<file path="src/hw/rtl/vrp_pkg.sv">
package vrp_pkg;

	localparam int COORD_W = 24;
	localparam int ANG_W = 16;
	localparam int STAGES = 16;
	localparam int GUARD = 4;
	localparam logic [31:0] GAIN_Q31 = 32'd1304065748;

	typedef enum logic [2:0] {
		CMD_RECT  = 3'd0,
		CMD_POLAR = 3'd1,
		CMD_ADD   = 3'd2,
		CMD_SUB   = 3'd3,
		CMD_NEG   = 3'd4,
		CMD_SCALE = 3'd5
	} cmd_t;

	typedef struct packed {
		logic [2:0] cmd;
		logic signed [COORD_W-1:0] a_x;
		logic signed [COORD_W-1:0] a_y;
		logic [COORD_W-2:0] a_mag;
		logic signed [ANG_W-1:0] a_ang;
		logic signed [COORD_W-1:0] b_x;
		logic signed [COORD_W-1:0] b_y;
		logic signed [15:0] factor;
	} in_word_t;

	typedef struct packed {
		logic signed [COORD_W-1:0] res_x;
		logic signed [COORD_W-1:0] res_y;
		logic [COORD_W-1:0] res_mag;
		logic signed [ANG_W-1:0] res_ang;
		logic overflow;
		logic invalid;
	} out_word_t;

	// atan(2^-i), 2^31 = pi
	function automatic logic [31:0] atan_lut(input logic [4:0] i);
		logic [31:0] r;
		case (i)
			5'd0: r = 32'd536870912;  5'd1: r = 32'd316933406;
			5'd2: r = 32'd167458907;  5'd3: r = 32'd85004756;
			5'd4: r = 32'd42667331;   5'd5: r = 32'd21354465;
			5'd6: r = 32'd10679838;   5'd7: r = 32'd5340245;
			5'd8: r = 32'd2670163;    5'd9: r = 32'd1335087;
			5'd10: r = 32'd667544;    5'd11: r = 32'd333772;
			5'd12: r = 32'd166886;    5'd13: r = 32'd83443;
			5'd14: r = 32'd41722;     5'd15: r = 32'd20861;
			5'd16: r = 32'd10430;     5'd17: r = 32'd5215;
			5'd18: r = 32'd2608;      5'd19: r = 32'd1304;
			5'd20: r = 32'd652;       5'd21: r = 32'd326;
			5'd22: r = 32'd163;       5'd23: r = 32'd81;
			5'd24: r = 32'd41;        5'd25: r = 32'd20;
			5'd26: r = 32'd10;        5'd27: r = 32'd5;
			5'd28: r = 32'd3;         5'd29: r = 32'd1;
			5'd30: r = 32'd1;
			default: r = 32'd0;
		endcase
		return r;
	endfunction

endpackage

</file>
<file path="src/hw/rtl/vrp_cordic.sv">
// Unrolled CORDIC, one register stage per iteration.
// mode 0 vectoring (drive y to zero), 1 rotation (drive z to zero).
module vrp_cordic #(
	parameter int W = 32,
	parameter int N = 16,
	parameter int TW = 8
) (
	input  logic clk,
	input  logic arst_n,
	input  logic in_vld,
	input  logic mode,
	input  logic signed [W-1:0] x_in,
	input  logic signed [W-1:0] y_in,
	input  logic [31:0] z_in,
	input  logic [TW-1:0] tag_in,
	output logic out_vld,
	output logic signed [W-1:0] x_out,
	output logic signed [W-1:0] y_out,
	output logic [31:0] z_out,
	output logic [TW-1:0] tag_out
);
	import vrp_pkg::*;

	logic                 vld_s [N+1];
	logic                 mode_s [N+1];
	logic signed [W-1:0]  x_s [N+1];
	logic signed [W-1:0]  y_s [N+1];
	logic [31:0]          z_s [N+1];
	logic [TW-1:0]        tag_s [N+1];

	assign vld_s[0] = in_vld;
	assign mode_s[0] = mode;
	assign x_s[0] = x_in;
	assign y_s[0] = y_in;
	assign z_s[0] = z_in;
	assign tag_s[0] = tag_in;

	for (genvar i = 0; i < N; i++) begin : g_it
		logic cw;
		logic signed [W-1:0] dx, dy;
		assign dx = y_s[i] >>> i;
		assign dy = x_s[i] >>> i;
		// cw: x += y>>i, y -= x>>i, z += atan
		assign cw = mode_s[i] ? z_s[i][31] : !y_s[i][W-1];
		always_ff @(posedge clk or negedge arst_n) begin
			if (!arst_n) vld_s[i+1] <= 1'b0;
			else vld_s[i+1] <= vld_s[i];
		end
		always_ff @(posedge clk) begin
			mode_s[i+1] <= mode_s[i];
			tag_s[i+1] <= tag_s[i];
			if (cw) begin
				x_s[i+1] <= x_s[i] + dx;
				y_s[i+1] <= y_s[i] - dy;
				z_s[i+1] <= z_s[i] + atan_lut(5'(i));
			end else begin
				x_s[i+1] <= x_s[i] - dx;
				y_s[i+1] <= y_s[i] + dy;
				z_s[i+1] <= z_s[i] - atan_lut(5'(i));
			end
		end
	end

	assign out_vld = vld_s[N];
	assign x_out = x_s[N];
	assign y_out = y_s[N];
	assign z_out = z_s[N];
	assign tag_out = tag_s[N];
endmodule

</file>
<file path="config.mk">
export PLATFORM = sky130hd
export DESIGN_NAME = vrp_cordic
export DESIGN_NICKNAME = d
export VERILOG_FILES = /design/src/hw/rtl/vrp_pkg.sv /design/src/hw/rtl/vrp_cordic.sv
export SDC_FILE = /design/constraint.sdc
export NUM_CORES = 2
export LEC_CHECK = 0
export CAP_MARGIN = 15
export CORE_MARGIN = 5
export CORE_UTILIZATION = 50
export DETAILED_ROUTE_END_ITERATION = 12
export DONT_BUFFER_PORTS = 1
export SETUP_SLACK_MARGIN = 0.5
export SYNTH_ARGS = -nofsm -noshare
export SYNTH_HDL_FRONTEND = slang
export SYNTH_SLANG_ARGS = --single-unit
export TNS_END_PERCENT = 20
</file>
<file path="constraint.sdc">
create_clock -name clk -period 6.09 [get_ports clk]
set_input_delay 0.609 -clock clk [delete_from_list [all_inputs] [get_ports clk]]
set_output_delay 0.609 -clock clk [all_outputs]
set_load 0.02 [all_outputs]
</file>
# Word level (Yosys, flattened, before mapping)
# Cells that the tools add are included.
[totals] regBits=1695 inputBits=108 output_inout_bits=105 word_cells=270
[op_classes] n_addsub=95 mux=64 n_reduce_logical=16
[ops] op="$mux W32" n=48
[ops] op="$add A32 B17 Y32" n=2
[ops] op="$add A32 B18 Y32" n=2
[ops] op="$add A32 B19 Y32" n=2
[ops] op="$add A32 B20 Y32" n=2
[ops] op="$add A32 B21 Y32" n=2
[ops] op="$add A32 B22 Y32" n=2
[ops] op="$add A32 B23 Y32" n=2
[ops] op="$add A32 B24 Y32" n=2
[ops] op="$add A32 B25 Y32" n=2
[ops] op="$add A32 B26 Y32" n=2
[ops] op="$add A32 B27 Y32" n=2
[ops] op="$add A32 B28 Y32" n=2
[ops] op="$add A32 B29 Y32" n=2
[ops] op="$add A32 B30 Y32" n=2
[ops] op="$add A32 B31 Y32" n=2
[ops] op="$sub A32 B17 Y32" n=2
[ops] op="$sub A32 B18 Y32" n=2
[ops] op="$sub A32 B19 Y32" n=2
[ops] op="$sub A32 B20 Y32" n=2
[ops] op="$sub A32 B21 Y32" n=2
[ops] op="$sub A32 B22 Y32" n=2
[ops] op="$sub A32 B23 Y32" n=2
[ops] op="$sub A32 B24 Y32" n=2
[ops] op="other kinds (43)" n=81

# Longest topological paths before layout
[logic_depth] ltp_word=3 depth_mapped=22 ltp_nobuf=22

# Least setup slack after synthesis
# No wires, ideal clock.
[synth_timing] path_type="reg-to-reg" from="register y_s (netlist bit g_it[3].dx[28])" to="register y_s (netlist bit g_it[4].dx[24])" setup_time_ns=0.072 arrival_time_ns=4.901 required_time_ns=6.018 slack_ns=1.117 stages_incl_launch_ff=21 path_buffers=4 period_less_slack_ns=4.973 cell_sequence="dfxtp_1 -> clkbuf_1 -> inv_1 -> mux2_2 -> clkbuf_1 -> inv_1 -> clkbuf_1 -> clkbuf_1 -> mux2i_1 -> fa_1 -> a21o_1 -> a21oi_1 -> nor2b_1 -> o31ai_1 -> a21oi_1 -> a211o_1 -> a31o_2 -> a221oi_1 -> o21bai_1 -> a211oi_1 -> xnor2_1"
[synth_via] elab_chain_cells=3
[synth_lines] item="start: declaration" line="vrp_cordic.sv:27" text="logic signed [W-1:0] y_s [N+1];"
[synth_lines] item="start signal: indexed assignment" line="vrp_cordic.sv:54" text="y_s[i+1] <= y_s[i] - dy;"
[synth_lines] item="start signal: indexed assignment" line="vrp_cordic.sv:58" text="y_s[i+1] <= y_s[i] + dy;"
[synth_lines] item="$logic_not A1 Y1" line="vrp_cordic.sv:44" text="assign cw = mode_s[i] ? z_s[i][31] : !y_s[i][W-1];"
[synth_lines] item="$mux W1" line="vrp_cordic.sv:44"
[synth_lines] item="$mux W32" line="vrp_cordic.sv:52" text="if (cw) begin"
# No other way between the ends.

# Worst setup path in the final report
[layout_timing] from="register y_s (netlist bit g_it[4].dx[27])" to="register y_s (netlist bit g_it[5].dx[19])"
# The elaborated chain is that of the path after synthesis.

==> key figures <==
Cells and area
  – Share of cells above drive strength 1: under 10%
  – Fillers: 22509
  – Synth-to-layout area growth: 8.210%
  – Final net count: between 15000 and 20000
  – Non-filler cells, final: 17614

Setup path
  – CP max FO: 12
  – Crit-path cells: inv_1, mux2_2, inv_1, o21ai_0, xor2_1, ha_1, a21o_1, o21bai_1, a21oi_1, o21bai_1, a41oi_1, o21ai_0, o41ai_1, a211o_1, nor2_1, a21oi_1, xnor2_1
  – Slowest cell delay on critical path: 1.08 ns
  – CP required: 6.88 ns
  – CP arrival: 6.13 ns
  – Setup CP Type: register to register
  – CP endpoint kind: register
  – Crit path buffers/inverters: 2
  – Crit-path leading delay family: compound AO/OA/AOI/OAI gates
  – CP Launch Type: register
  – Slowest cell on the critical path: o41ai_1

Die
  – Io pins: 213
  – Row Count: 181
  – Die Area: 255300 sq um
  – Die Ht: 505.3 um
  – Starting density of the core: roughly half
  – Die W: 505.3 um
  – Core area: 243700 sq um

Global routing
  – Grt peak-use layer: met2
  – Grt met1 use: 34.09%
  – Grt ovf: 0
  – Vias in the first global route: 99039
  – GR Layer Usage met2: 44.42%
  – Initial antenna violation count: 5
  – Largest net degree at the start of global routing: 64
  – GR Util met3: 3.304%
  – Tot GR Track Use: 26.04%
  – Global-route wire length before repair: 546.7 mm

Placed design
  – Placed Cells incl. Taps: 17212
  – Post-detail-place hpwl: 281.6 mm
  – Gpl congestion: 0.9288
  – Port bufs: 0

Logic synthesis
  – Ys Warns: 0
  – Ys flop type: dfxtp_1
  – FFs w/ async S/R, synth: 0.9445%
  – Post-synth top area cell: dfxtp_1
  – Post-synth EDFFs: 0
  – Synth top area cells: dfxtp_1 27%, ha_1 16%, xnor2_1 9.1%, a21oi_1 6.3%, xor2_1 5.3%
  – Post-synthesis sequential area ratio: 27.71%
  – Flops & latches, synth: 1694
  – Syn Area/Cell: 8.565 sq um
  – Gate Count Post-Synth: 14320
  – Post-synth top area share: 27.39%
  – Post-synth top cells: 1678 x dfxtp_1, 1597 x ha_1, 1551 x a21oi_1, 1270 x xnor2_1, 1016 x nor2_1
  – Synthesized area: between 100000 and 150000 sq um
  – Synth cell types: 101
  – Synthesized Nets: 16074
  – Count leader, synth: dfxtp_1

Drt
  – Via count: 102109
  – Pre-antenna DRT Iters: 8
  – Routed wire per std cell: 19.62 um
  – Routed vias/inst: 5.797
  – Antenna Nets Post-Route: 0
  – DRC Markers: 0
  – WL final: 345.7 mm
  – Initial drt markers: 6656

Timing
  – Fin Setup TNS: 0 ns
  – FMAX: 187.3 MHz
  – Worst slew pin tran: 1.334 ns
  – RSZ-0062 raised after global routing: true
  – Final slew viol count: 0
  – Clock skew: 0.07177 ns
  – Fin crit period: 5.339 ns
  – Relative slew slack: 9.915%
  – # setup viols final: 0
  – Period utilization: 87.67%
  – Hold Vio Cnt, Final: 0

CTS
  – Total CTS buffers: about 190
  – Clk root buf: clkbuf_16
  – H-tree levels: 4
  – Clock transition at path regs: 0.06 ns
  – Clock Path Buffers: 3
  – CTS tree: done
  – CTS Sinks: 1694
  – Clk_lat worst skew: 0.87 ns

Status
  – Outcome: completed

Run
  – Number of max-cap violations: 0

Worst hold path
  – Worst Hold Class: input port to register
what timing repair did:
| item | CTS | global route |
|---|---|---|
| gates resized for setup | 0 | 4 |
| setup endpoints to repair | 0 | 11 |
| setup buffers | 0 | 0 |
| endpoints found under the hold margin | 61 | 0 |
| hold buffers | 46 | 0 |
registers in the layout, indices dropped and copies added, names as in the netlist:
name and flops:
z_s 480, vld_s 15, g_it.dx 360, x_s 119
mode_s 15, tag_out 8, out_vld 1, z_out 32
g_it.dy 360, y_s 120, tag_s 120, y_out 32
x_out 32
cells in the final DEF, fill, tap and decap left out, drive strengths merged, types with 36 or more instances in the layout:
master,n
dfxtp,1678
ha,1597
a21oi,1552
xnor2,1270
nor2,1016
nand2,785
o21ai,775
xor2,739
a21o,727
inv,598
nor3,311
clkbuf,257
nand3,234
o21bai,219
nand2b,212
nor2b,212
o21a,190
o31ai,152
a31oi,143
nand4,134
or3,106
and3,104
nor4,94
a211oi,93
mux2i,72
and2,70
buf,65
o41ai,64
clkinv,56
fa,49
o211ai,48
dlygate4sd3,46
or2,39
a41oi,37
and4,36
stage by stage:
stage | hold WS, ns | setup WS (ns) | util [%] | instance area (sq um)
3_5_place_dp | 0.3121 | 0.6800 | 51.45 | 125400
5_1_grt | 0.05734 | 0.4048 | 54.46 | 132700
4_1_cts | 0.002039 | 0.6413 | 54.45 | 132700
3_3_place_gp | 0.3096 | 0.7413 | 51.45 | 125400
6_report | 0.07716 | 0.7511 | 54.47 | 132700
2_1_floorplan | 0.3096 | 1.117 | - | 122700
per-layer routing:
layer / share of wire, % / vias to the layer above
li1: - / 51196
met2: 46 / 2452
met3: 4.5 / 527
met1: 45 / 47932
met4: 3.6 / 2
met5: 0.0038 / -
kinds of logic after synthesis:
kind of cell	synth area share, %
AO/OA/AOI/OAI	22.93
XOR/XNOR	14.35
adder cells (fa/ha/maj)	17.09
buffers and inverters	3.296
flip-flops	27.71
multiplexers	0.8447
AND/OR/NAND/NOR	13.78
tightest hold or removal path, stage by stage:
cell    delay (ns)
xor2_1        0.04
nor2_1        0.11
xor2_1        0.11
area by class of cell:
type                            instances  area [sq um]  share of cell area [%]
Multi-Input combinational cell      11656         84660                   63.78
Sequential cell                      1694         33990                   25.61
Clock buffer                          257          5479                   4.128
Tap cell                             3202          4006                   3.019
Inverter                              595          2237                   1.686
Clock inverter                         93          1360                   1.025
Timing Repair Buffer                  111         973.4                  0.7334
Antenna cell                            5         12.51                0.009427
Timing Repair inverter                  1         5.005                0.003771
path summary, 6_finish.rpt:
check,from,end,slack [ns],cells after the start
setup reg to reg,g_it[4].dx[27],g_it[5].dx[19],0.75,17
max in group asynchronous,arst_n,vld_s[7],5.37,1
hold reg to reg,tag_s[88],tag_s[80],0.32,0
min in group asynchronous,arst_n,vld_s[15],0.25,1
setup / recovery,g_it[4].dx[27],g_it[5].dx[19],0.75,17
hold / removal,y_in[31],z_s[511],0.08,3
Power is left out: the tool's default activity adds up to more than one toggle a clock period on the data nets, which glitch-free logic cannot reach.
